<file path="src/rtl/base64_stream_decoder_macros.svh">
// assertion macros for the base64 stream decoder
// used by the modules that carry concurrent checks; depends on nothing
`ifndef BASE64_STREAM_DECODER_MACROS_SVH
`define BASE64_STREAM_DECODER_MACROS_SVH

// same-cycle implication, disabled in reset
`define B64SD_ASSERT_IMPL(label, clk, rstn, ante, cons) \
    label: assert property (@(posedge clk) disable iff (!(rstn)) (ante) |-> (cons)) \
        else $error("b64sd check failed");

// next-cycle implication, disabled in reset
`define B64SD_ASSERT_NEXT(label, clk, rstn, ante, cons) \
    label: assert property (@(posedge clk) disable iff (!(rstn)) (ante) |=> (cons)) \
        else $error("b64sd check failed");

`endif

</file>
<file path="src/rtl/b64sd_pkg.sv">
// shared types and constants of the base64 stream decoder
// used by every module of the block; depends on nothing
package b64sd_pkg;

    localparam int CHAR_W          = 8;
    localparam int BYTE_W          = 8;
    localparam int SYM_W           = 6;
    localparam int ACC_W           = 12;
    localparam int PEND_W          = 3;
    localparam int CAP_W           = 16;
    localparam int STATUS_W        = 2;
    localparam int COUNT_OUT_W     = 16;
    localparam int COUNT_WIDTH_DEF = 16;
    localparam int S_TDATA_W       = 8;
    localparam int M_TDATA_W       = 32;

    localparam logic [CAP_W-1:0] CAP_RESET = 16'hFFFF;

    localparam logic [STATUS_W-1:0] STATUS_BUSY  = 2'd0;
    localparam logic [STATUS_W-1:0] STATUS_OK    = 2'd1;
    localparam logic [STATUS_W-1:0] STATUS_ERROR = 2'd2;

    localparam logic [CHAR_W-1:0] CH_UPPER_A = 8'h41;
    localparam logic [CHAR_W-1:0] CH_UPPER_Z = 8'h5A;
    localparam logic [CHAR_W-1:0] CH_LOWER_A = 8'h61;
    localparam logic [CHAR_W-1:0] CH_LOWER_Z = 8'h7A;
    localparam logic [CHAR_W-1:0] CH_DIGIT_0 = 8'h30;
    localparam logic [CHAR_W-1:0] CH_DIGIT_9 = 8'h39;
    localparam logic [CHAR_W-1:0] CH_PLUS    = 8'h2B;
    localparam logic [CHAR_W-1:0] CH_SLASH   = 8'h2F;
    localparam logic [CHAR_W-1:0] CH_PAD     = 8'h3D;
    localparam logic [CHAR_W-1:0] CH_SPACE   = 8'h20;
    localparam logic [CHAR_W-1:0] CH_TAB     = 8'h09;
    localparam logic [CHAR_W-1:0] CH_CR      = 8'h0D;
    localparam logic [CHAR_W-1:0] CH_LF      = 8'h0A;

    localparam logic [SYM_W-1:0] LOWER_BASE = 6'd26;
    localparam logic [SYM_W-1:0] DIGIT_BASE = 6'd52;
    localparam logic [SYM_W-1:0] SYM_PLUS   = 6'd62;
    localparam logic [SYM_W-1:0] SYM_SLASH  = 6'd63;

    typedef enum logic [1:0] {
        SYM_DATA = 2'd0,
        SYM_SKIP = 2'd1,
        SYM_PAD  = 2'd2,
        SYM_BAD  = 2'd3
    } sym_kind_t;

    typedef struct packed {
        sym_kind_t        kind;
        logic [SYM_W-1:0] value;
    } sym_t;

    typedef enum logic [2:0] {
        MODE_DECODING = 3'b001,
        MODE_ENDED    = 3'b010,
        MODE_ERROR    = 3'b100
    } mode_t;

endpackage

</file>
<file path="src/rtl/base64_stream_decoder.sv">
// channel     | dir | signals                    | content
// s_ (char)   | in  | s_tvalid s_tready s_tdata  | char_in, last_char on s_tlast
// m_ (result) | out | m_tvalid m_tready m_tdata  | out_byte, status, byte_count;
//             |     | m_tuser                    | byte_valid
// cfg         | in  | cfg_we cfg_wdata           | output_capacity
// one character per cycle sustained while m_ is not stalled; an s_ beat reaches m_ through
// the input register and then the result register around the decode logic
// aresetn is synchronous: clears the decode state, sets capacity to 65535
// input register and result register let s_ take a beat while m_ is stalled;
// s_tready drops only when both hold a beat
// top level of the base64 stream decoder
// depends on b64sd_pkg and b64sd_core
module base64_stream_decoder #(
    parameter int COUNT_WIDTH = b64sd_pkg::COUNT_WIDTH_DEF
) (
    input  logic                            aclk,
    input  logic                            aresetn,
    input  logic                            s_tvalid,
    output logic                            s_tready,
    input  logic [b64sd_pkg::S_TDATA_W-1:0] s_tdata,   // [7:0] char_in
    input  logic                            s_tlast,   // last_char
    output logic                            m_tvalid,
    input  logic                            m_tready,
    output logic [b64sd_pkg::M_TDATA_W-1:0] m_tdata,   // [7:0] out_byte, [9:8] status,
                                                       // [25:10] byte_count, [31:26] zero
    output logic                            m_tuser,   // byte_valid
    input  logic                            cfg_we,
    input  logic [b64sd_pkg::CAP_W-1:0]     cfg_wdata  // output_capacity
);
    import b64sd_pkg::*;

    logic                in_valid_reg, in_valid_next;
    logic [CHAR_W-1:0]   in_char_reg;
    logic                in_last_reg;
    logic [CAP_W-1:0]    cap_reg;
    logic                core_ready;
    logic [BYTE_W-1:0]   res_byte;
    logic                res_bvalid;
    logic [STATUS_W-1:0] res_status;
    logic [COUNT_OUT_W-1:0] res_count;

    assign s_tready = !in_valid_reg || core_ready;

    always_comb begin
        if (s_tvalid && s_tready) begin
            in_valid_next = 1'b1;
        end else if (core_ready) begin
            in_valid_next = 1'b0;
        end else begin
            in_valid_next = in_valid_reg;
        end
    end

    always_ff @(posedge aclk) begin
        if (!aresetn) begin
            in_valid_reg <= 1'b0;
            cap_reg      <= CAP_RESET;
        end else begin
            in_valid_reg <= in_valid_next;
            if (cfg_we) begin
                cap_reg <= cfg_wdata;
            end
        end
    end

    always_ff @(posedge aclk) begin
        if (s_tvalid && s_tready) begin
            in_char_reg <= s_tdata[CHAR_W-1:0];
            in_last_reg <= s_tlast;
        end
    end

    b64sd_core #(
        .COUNT_WIDTH (COUNT_WIDTH)
    ) u_core (
        .aclk           (aclk),
        .aresetn        (aresetn),
        .in_valid       (in_valid_reg),
        .in_char        (in_char_reg),
        .in_last        (in_last_reg),
        .in_ready       (core_ready),
        .capacity       (cap_reg),
        .out_valid      (m_tvalid),
        .out_ready      (m_tready),
        .out_byte       (res_byte),
        .out_byte_valid (res_bvalid),
        .out_status     (res_status),
        .out_count      (res_count)
    );

    assign m_tdata = M_TDATA_W'({res_count, res_status, res_byte});
    assign m_tuser = res_bvalid;

endmodule

</file>
<file path="src/rtl/b64sd_char_map.sv">
// character classifier: maps one input character to a 6-bit symbol or a kind
// depends on b64sd_pkg
module b64sd_char_map (
    input  logic [b64sd_pkg::CHAR_W-1:0] char_in,
    output b64sd_pkg::sym_t              sym
);
    import b64sd_pkg::*;

    always_comb begin
        sym.kind  = SYM_BAD;
        sym.value = '0;
        if (char_in >= CH_UPPER_A && char_in <= CH_UPPER_Z) begin
            sym.kind  = SYM_DATA;
            sym.value = SYM_W'(char_in - CH_UPPER_A);
        end else if (char_in >= CH_LOWER_A && char_in <= CH_LOWER_Z) begin
            sym.kind  = SYM_DATA;
            sym.value = SYM_W'(char_in - CH_LOWER_A) + LOWER_BASE;
        end else if (char_in >= CH_DIGIT_0 && char_in <= CH_DIGIT_9) begin
            sym.kind  = SYM_DATA;
            sym.value = SYM_W'(char_in - CH_DIGIT_0) + DIGIT_BASE;
        end else if (char_in == CH_PLUS) begin
            sym.kind  = SYM_DATA;
            sym.value = SYM_PLUS;
        end else if (char_in == CH_SLASH) begin
            sym.kind  = SYM_DATA;
            sym.value = SYM_SLASH;
        end else if (char_in == CH_PAD) begin
            sym.kind  = SYM_PAD;
        end else if (char_in == CH_SPACE || char_in == CH_TAB ||
                     char_in == CH_CR || char_in == CH_LF) begin
            sym.kind  = SYM_SKIP;
        end
    end

endmodule

</file>
<file path="src/rtl/b64sd_core.sv">
// decode state, per-character update and result register
// depends on b64sd_pkg, b64sd_char_map and the assertion macro header
`include "base64_stream_decoder_macros.svh"

module b64sd_core #(
    parameter int COUNT_WIDTH = b64sd_pkg::COUNT_WIDTH_DEF
) (
    input  logic                              aclk,
    input  logic                              aresetn,
    input  logic                              in_valid,
    input  logic [b64sd_pkg::CHAR_W-1:0]      in_char,
    input  logic                              in_last,
    output logic                              in_ready,
    input  logic [b64sd_pkg::CAP_W-1:0]       capacity,
    output logic                              out_valid,
    input  logic                              out_ready,
    output logic [b64sd_pkg::BYTE_W-1:0]      out_byte,
    output logic                              out_byte_valid,
    output logic [b64sd_pkg::STATUS_W-1:0]    out_status,
    output logic [b64sd_pkg::COUNT_OUT_W-1:0] out_count
);
    import b64sd_pkg::*;

    localparam int CMP_W = (COUNT_WIDTH > CAP_W) ? COUNT_WIDTH : CAP_W;

    logic [ACC_W-1:0]       acc_reg, acc_next;
    logic [PEND_W-1:0]      pend_reg, pend_next;
    logic [COUNT_WIDTH-1:0] count_reg, count_next;
    mode_t                  mode_reg, mode_next;

    logic                   out_valid_reg, out_valid_next;
    logic [BYTE_W-1:0]      byte_reg, byte_next;
    logic                   bvalid_reg, bvalid_next;
    logic [STATUS_W-1:0]    status_reg, status_next;
    logic [COUNT_OUT_W-1:0] ocount_reg, ocount_next;

    sym_t                   sym;
    logic                   advance;
    logic                   full;
    logic [ACC_W-1:0]       acc_shift;
    logic [PEND_W:0]        pend_sum;
    logic [PEND_W:0]        pend_after;
    logic [ACC_W-1:0]       acc_upd;
    logic [PEND_W-1:0]      pend_upd;
    logic [COUNT_WIDTH-1:0] count_upd;
    mode_t                  mode_upd;

    b64sd_char_map u_char_map (
        .char_in (in_char),
        .sym     (sym)
    );

    assign in_ready = !out_valid_reg || out_ready;
    assign advance  = in_valid && in_ready;

    assign full = (CMP_W'(count_reg) >= CMP_W'(capacity)) || (count_reg == '1);
    assign acc_shift  = {acc_reg[ACC_W-SYM_W-1:0], sym.value};
    assign pend_sum   = {1'b0, pend_reg} + (PEND_W+1)'(SYM_W);
    assign pend_after = pend_sum - (PEND_W+1)'(BYTE_W);

    always_comb begin
        acc_upd     = acc_reg;
        pend_upd    = pend_reg;
        count_upd   = count_reg;
        mode_upd    = mode_reg;
        byte_next   = '0;
        bvalid_next = 1'b0;
        if (mode_reg == MODE_DECODING) begin
            case (sym.kind)
                SYM_PAD: begin
                    mode_upd = MODE_ENDED;
                end
                SYM_BAD: begin
                    mode_upd = MODE_ERROR;
                end
                SYM_DATA: begin
                    acc_upd = acc_shift;
                    if (pend_sum >= (PEND_W+1)'(BYTE_W)) begin
                        pend_upd = PEND_W'(pend_after);
                        if (full) begin
                            mode_upd = MODE_ERROR;
                        end else begin
                            bvalid_next = 1'b1;
                            count_upd   = count_reg + 1'b1;
                            case (pend_after[PEND_W-1:0])
                                3'd2:    byte_next = acc_shift[9:2];
                                3'd4:    byte_next = acc_shift[11:4];
                                default: byte_next = acc_shift[7:0];
                            endcase
                        end
                    end else begin
                        pend_upd = PEND_W'(pend_sum);
                    end
                end
                default: begin
                end
            endcase
        end

        status_next = STATUS_BUSY;
        if (in_last) begin
            status_next = (mode_upd == MODE_ERROR) ? STATUS_ERROR : STATUS_OK;
        end
        ocount_next = COUNT_OUT_W'(count_upd);

        if (in_last) begin
            acc_next   = '0;
            pend_next  = '0;
            count_next = '0;
            mode_next  = MODE_DECODING;
        end else begin
            acc_next   = acc_upd;
            pend_next  = pend_upd;
            count_next = count_upd;
            mode_next  = mode_upd;
        end

        if (advance) begin
            out_valid_next = 1'b1;
        end else if (out_ready) begin
            out_valid_next = 1'b0;
        end else begin
            out_valid_next = out_valid_reg;
        end
    end

    always_ff @(posedge aclk) begin
        if (!aresetn) begin
            acc_reg       <= '0;
            pend_reg      <= '0;
            count_reg     <= '0;
            mode_reg      <= MODE_DECODING;
            out_valid_reg <= 1'b0;
        end else begin
            out_valid_reg <= out_valid_next;
            if (advance) begin
                acc_reg   <= acc_next;
                pend_reg  <= pend_next;
                count_reg <= count_next;
                mode_reg  <= mode_next;
            end
        end
    end

    always_ff @(posedge aclk) begin
        if (advance) begin
            byte_reg   <= byte_next;
            bvalid_reg <= bvalid_next;
            status_reg <= status_next;
            ocount_reg <= ocount_next;
        end
    end

    assign out_valid      = out_valid_reg;
    assign out_byte       = byte_reg;
    assign out_byte_valid = bvalid_reg;
    assign out_status     = status_reg;
    assign out_count      = ocount_reg;

    // end of message leaves a clean state
    `B64SD_ASSERT_NEXT(a_last_clears, aclk, aresetn, advance && in_last,
        count_reg == '0 && pend_reg == '0 && mode_reg == MODE_DECODING)
    // pending bits stay even
    `B64SD_ASSERT_IMPL(a_pend_even, aclk, aresetn, 1'b1, pend_reg[0] == 1'b0)
    // an emitted byte bumps the counter by one
    `B64SD_ASSERT_NEXT(a_count_step, aclk, aresetn, advance && bvalid_next && !in_last,
        count_reg == COUNT_WIDTH'($past(count_reg) + 1'b1))
    // no byte once decoding has stopped
    `B64SD_ASSERT_IMPL(a_no_byte_stopped, aclk, aresetn, mode_reg != MODE_DECODING,
        bvalid_next == 1'b0)

endmodule

</file>
<file path="config.mk">
export PLATFORM = sky130hd
export DESIGN_NAME = base64_stream_decoder
export DESIGN_NICKNAME = d
export VERILOG_FILES = /design/src/rtl/b64sd_pkg.sv /design/src/rtl/base64_stream_decoder.sv /design/src/rtl/b64sd_char_map.sv /design/src/rtl/b64sd_core.sv
export VERILOG_INCLUDE_DIRS = /design/src /design/src/rtl
export SDC_FILE = /design/constraint.sdc
export NUM_CORES = 1
export LEC_CHECK = 0
export BUFFER_PORTS_ARGS = -buffer_cell sky130_fd_sc_hd__clkbuf_2
export CAP_MARGIN = 25
export CORE_MARGIN = 2
export CORE_UTILIZATION = 55
export DETAILED_ROUTE_END_ITERATION = 8
export GPL_ROUTABILITY_DRIVEN = 1
export PLACE_DENSITY = 0.73
export SETUP_SLACK_MARGIN = 0.15
export SYNTH_ARGS = -nofsm -noshare
export SYNTH_HDL_FRONTEND = slang
export SYNTH_SLANG_ARGS = --single-unit
</file>
<file path="constraint.sdc">
create_clock -name aclk -period 3.78 [get_ports aclk]
set_input_delay 1.134 -clock aclk [delete_from_list [all_inputs] [get_ports aclk]]
set_output_delay 1.134 -clock aclk [all_outputs]
set_load 0.005 [all_outputs]
</file>
==> results of run 1 <==
area by class of cell:
type / count / area (um2)
fill: 708 / 3000
multi-input combinational: 360 / 2500
sequential: 81 / 1980
timing repair buffer: 62 / 320
inverter: 40 / 150
clock buffer: 11 / 131
tap: 105 / 131
clock inverter: 5 / 81.3
synth_stat cells, types with 7 or more instances:
library cell / count / share of area (%)
ha_1: 31 / 8.2
dfxtp_1: 45 / 19
nand4_1: 10 / 1.3
buf_4: 7 / 1.1
o211ai_1: 25 / 3.9
nand3_1: 13 / 1.4
nor2_1: 33 / 2.6
a21oi_1: 19 / 2.0
clkbuf_1: 17 / 1.3
o21ai_0: 16 / 1.7
nand2_1: 57 / 4.5
edfxtp_1: 36 / 23
a31oi_1: 10 / 1.3
inv_1: 38 / 3.0
xor2_1: 8 / 1.5
xnor2_1: 8 / 1.5
nor2b_1: 8 / 1.1
nor3_1: 14 / 1.5
final timing paths:
path / depth (start not counted) / to / startpoint / slack (ns)
setup / recovery: 9 / u_core.count_reg[8]$_SDFFE_PN0P_ / in_char_reg[2]$_DFFE_PP_ / 0.65
hold / removal: 2 / cap_reg[1]$_SDFFE_PN1P_ / cap_reg[1]$_SDFFE_PN1P_ / 0.49
setup reg to reg: 9 / u_core.count_reg[8]$_SDFFE_PN0P_ / in_char_reg[2]$_DFFE_PP_ / 0.65
hold reg to reg: 2 / cap_reg[1]$_SDFFE_PN1P_ / cap_reg[1]$_SDFFE_PN1P_ / 0.49
stage by stage:
step | worst slack (ns) | instances | hold WS [ns] | power [mW] | util (%)
6_report | 0.648 | 664 | 0.487 | 1.87 | 63.8
2_1_floorplan | 0.700 | 509 | 0.448 | 1.12 | -
3_3_place_gp | 0.769 | 648 | 0.471 | 1.18 | 61.3
3_5_place_dp | 0.696 | 648 | 0.474 | 1.18 | 61.3
4_1_cts | 0.679 | 664 | 0.494 | 1.87 | 63.8
5_1_grt | 0.458 | 664 | 0.513 | 1.95 | 63.8
worst reg2reg max path: cells and delay by family, from the launching register on:
kind	cells	cell delay (ns)
DFF	1	0.54
AOI/OAI and AO/OA	4	0.87
and+or+nand+nor	3	1.12
buffers and inverters	1	0.20
adders and majority gates	1	0.32
report_power, final:
group          internal [mW]  switching (mW)
Combinational         0.0747           0.125
Sequential             0.946          0.0221
Clock                  0.373           0.325
routing by layer:
layer  track usage, %  wire length, um
met2             33.6             4540
met4             8.67              201
met3             5.06              799
met1             35.0             5200
met5                0                0
kinds of logic (layout without fill, tap and decap cells):
kind of cell	after synthesis	in the layout	share of synthesized area, %
other	1	6	0.0789
and+or+nand+nor	176	176	20.0
buffers and inverters	68	118	6.13
AOI/OAI and AO/OA	126	126	19.9
adders and majority gates	31	31	8.16
DFF	81	81	41.7
muxes	5	5	1.05
xor gates and xnor gates	16	16	2.95
==> results.txt, run 1 <==
Outcome: complete, no violations
Initial antenna violation count: 0
Cell area after synthesis: 4760 um2
Synth Area per Inst: 9.44 um2
Worst-Margin Slew: 0.710 ns
FF+latch count, synth: 81
WL/cell: 16.2 um
Gr usage total: 23.5%
Gpl congestion: 0.872
GRT overflow: 0
HPWL after DPL: 7.88 mm
Final #Nets: 615
Number of enable flip-flop cells after synthesis: 36
First-pass GRT wire length: 18.0 mm
Setup bufs post-CTS: 0
Slew headroom: 52.2%
IO buf count: 58
Clock latency on the worst-skew pair: 0.36 ns
Final instance area: 5300 um2
RSZ-0062 raised after global routing: no
Slowest-stage cell, CP: edfxtp_1
Die X-Extent: 97.0 um
Antenna-violating nets left: 0
Initial Util: 57.3%
Clock skew: 0.00946 ns
Num ports: 65
CP Max Fanout: 15
Library cells used by synthesis: 74
Std cell rows: 33
CP Capture Type: flop
Most frequent cells in the layout: 58 x clkbuf_2, 57 x nand2_1, 45 x dfxtp_1
CTS Root Buffer Type: clkbuf_8
CP max stage delay: 0.54 ns
DRC errors left: 0
Die Span Y: 97.0 um
Max-Cap Viols: 0
Final Max Tran Viols: 0
Maximum number of pins on one net before global-route repair: 32
CTS tree: done
Critical Path Start Type: flop
Clk sinks: 81
Num CTS Buffers: 9
Hold_buf cts: 0
Synth warnings: 0
WL final: 10.7 mm
Cells after Synth: 504
Final setup TNS: 0 ns
Vias in the first global route: 3577
P per Cell Area: 352 nW/um2
CTS clk-pin slew, worst paths: 0.09 ns
PostCTS Resize Cnt: 0
CTS Buffer Depth: 2
Crit-path cells: inv_1 > ha_1 > nand2_1 > o211ai_1 > o211a_2 > o21ai_2 > or3_4 > or4_1 > a31oi_1
Critical path required time: 4.07 ns
Diodes inserted: 0
Area growth, synth to finish: 11.4%
Period minus WS final: 3.13 ns
Leakage: 2.22 nW
Maximum vdd drop: 0.226 mV
Share of cells above drive strength 1: 17.5%
Worst setup path class: reg2reg
Worst Path Arrival: 3.42 ns
Hold crit path type: reg2reg
Pre-Repair DR Iteration Count: 5
H-tree levels: 3
Placed cell areas: 5080 um2
Final Cycle Share: 82.9%
Number of DRC markers in iteration 0: 303
Count of buffer and inverter cells on the critical path: 1
Post-synthesis sequential area ratio: 41.7%
Via Count: 3910
FMAX: 0.319 GHz
Core box area: 8300 um2
Final setup violation count: 0
Commonest non-fill, non-tap cell in the layout: clkbuf_2
CP delay by family, top: simple AND/OR/NAND/NOR gates
Async SR Flop Fraction: 0%
Via density per instance: 5.89
Final hold violations: 0
Die ar.: 9410 um2
Main flop type after synthesis: dfxtp_1
No activity file was read; power rests on OpenSTA's default activity.
==> inputs of run 2 (changes only) <==
==> constraint.sdc (replaced) <==
create_clock -name aclk -period 3.2 [get_ports aclk]
set_input_delay 0.96 -clock aclk [delete_from_list [all_inputs] [get_ports aclk]]
set_output_delay 0.96 -clock aclk [all_outputs]
set_load 0.005 [all_outputs]
==> run 2 against run 1 <==
First-iteration DRC count is 34% higher. Critical endpoint unchanged. Non-clock buffer count is 13 higher. Total power is 14% higher. Clock skew is 0.00069 ns higher. Critical path type unchanged. Critical path depth is 1 lower. Via count is 4.4% higher. Global-route usage is 0.45 points higher. Highest routed layer unchanged. Largest power group unchanged.
==> results.txt, run 2 (synthesis gave the netlist of run 1 again) <==
Hold crit path type: reg2reg
Finished Core Util: 64.9%
Period minus WS final: 2.99 ns
Maximum vdd drop: 0.237 mV
Clock latency on the worst-skew pair: 0.35 ns
Fin cells: 677
CTS Buffer Depth: 2
Final hold violations: 0
CP Capture Type: flop
Count of buffer and inverter cells on the critical path: 0
Diodes inserted: 0
Vias in the first global route: 3682
Critical Path Start Type: flop
Maximum number of pins on one net before global-route repair: 32
Final #Nets: 628
Clk pwr share: 34.5%
Initial Util: 57.3%
Clk sinks: 81
Slowest-stage cell, CP: dfxtp_1
Sw power: 558 uW
GRT overflow: 0
CTS tree: done
Number of DRC markers in iteration 0: 405
Final instance area: 5390 um2
P per Cell Area: 394 nW/um2
First-pass GRT wire length: 18.4 mm
Crit-path cells: ha_1 > nand2_1 > o21ai_0 > a221oi_2 > nand4b_1 > or3_4 > or4_1 > a31oi_1
RSZ-0062 raised after global routing: no
Commonest non-fill, non-tap cell in the layout: clkbuf_2
Final setup TNS: 0 ns
Power Total: 2.13 mW
IO buf count: 58
Worst Path Arrival: 3.28 ns
Reg power frac: 53.5%
Antenna-violating nets left: 0
# fillers: 676
Final Max Tran Viols: 0
Switching share of power: 26.3%
Num CTS Buffers: 9
Std cell rows: 33
Final setup violation count: 0
Slew headroom: 64.4%
Num ports: 65
Placed cell areas: 5160 um2
Core box area: 8300 um2
DRC errors left: 0
Area growth, synth to finish: 13.3%
Outcome: complete, no violations
Die X-Extent: 97.0 um
Logic pwr share: 12.0%
FMAX: 0.335 GHz
Cell internal pwr: 1.57 mW
CTS Root Buffer Type: clkbuf_8
Gr usage total: 24.0%
WL/cell: 16.5 um
Most frequent cells in the layout: 58 x clkbuf_2, 57 x nand2_1, 42 x dfxtp_1
H-tree levels: 3
Via density per instance: 6.03
Dpl cells: 658
CTS clk-pin slew, worst paths: 0.09 ns
Worst setup path class: reg2reg
Leakage: 2.28 nW
CP max stage delay: 0.52 ns
Final Cycle Share: 93.4%
Critical path required time: 3.49 ns
HPWL after DPL: 8.15 mm
Gpl congestion: 0.880
Max-Cap Viols: 0
WL final: 11.2 mm
Initial antenna violation count: 0
Worst-Margin Slew: 0.534 ns
Die ar.: 9410 um2
CP Max Fanout: 15
Pre-Repair DR Iteration Count: 6
Share of cells above drive strength 1: 20.1%
Clock skew: 0.0101 ns
Via Count: 4083
Die Span Y: 97.0 um
CP delay by family, top: simple AND/OR/NAND/NOR gates
[run 2: cell count changes in the layout (fill, tap and decap cells not counted), sizes merged]
cell / delta
buf: +13
bufinv: -2
clkbuf: +2
clkinv: -1
inv: +1
[run 2: worst register-to-register path: cells and delay by family, from the launching register on]
| kind | cells | cell delay [ns] |
|---|---|---|
| compound gates | 3 | 0.67 |
| fa+ha+maj | 1 | 0.30 |
| flops | 1 | 0.52 |
| simple gates | 4 | 1.44 |
[run 2: final cells by class]
type	count	area, um2	area share (%)
clock buffer	13	170	3.16
clock inverter	3	22.5	0.418
inverter	40	150	2.79
multi-input combinational	360	2510	46.6
sequential	81	1990	36.8
tap	105	131	2.44
timing repair buffer	75	418	7.75
[run 2: metal layers]
metal	track usage [%]	vias up	part of all wire, %
met5	0	-	0
met4	7.15	0	1.4
met3	5.27	19	9.2
met2	35.7	241	43
met1	35.1	1850	46
li1	-	1973	-
[run 2: path summary, 6_finish.rpt]
kind	startpoint	endpoint	slack, ns	cells after the start
max	u_core.count_reg[6]$_SDFFE_PN0P_	u_core.count_reg[8]$_SDFFE_PN0P_	0.21	8
min	u_core.acc_reg[4]$_SDFFE_PN0P_	u_core.acc_reg[4]$_SDFFE_PN0P_	0.49	1
max reg2reg	u_core.count_reg[6]$_SDFFE_PN0P_	u_core.count_reg[8]$_SDFFE_PN0P_	0.21	8
min reg2reg	u_core.acc_reg[4]$_SDFFE_PN0P_	u_core.acc_reg[4]$_SDFFE_PN0P_	0.49	1
[run 2: power by group through the flow]
stage / sequential, mW / clock, mW / combinational (mW)
after CTS: 1.14 / 0.747 / 0.249
after global routing: 1.14 / 0.790 / 0.284
after global placement: 1.16 / 0 / 0.245
final: 1.14 / 0.733 / 0.256
after detailed placement: 1.16 / 0 / 0.247
after floorplan: 1.16 / 0 / 0.163
[run 2: stage by stage]
stage / setup slack, ns / hold slack (ns)
after floorplan: 0.294 / 0.448
after detailed placement: 0.266 / 0.474
after CTS: 0.221 / 0.495
after global routing: 0.0828 / 0.504
final: 0.212 / 0.494
after global placement: 0.355 / 0.477
[run 2: what timing repair did]
action,4_1_cts,5_1_grt
hold buffers,0,0
resized for setup,0,5
setup endpoints to repair,0,10
buffers inserted,0,3
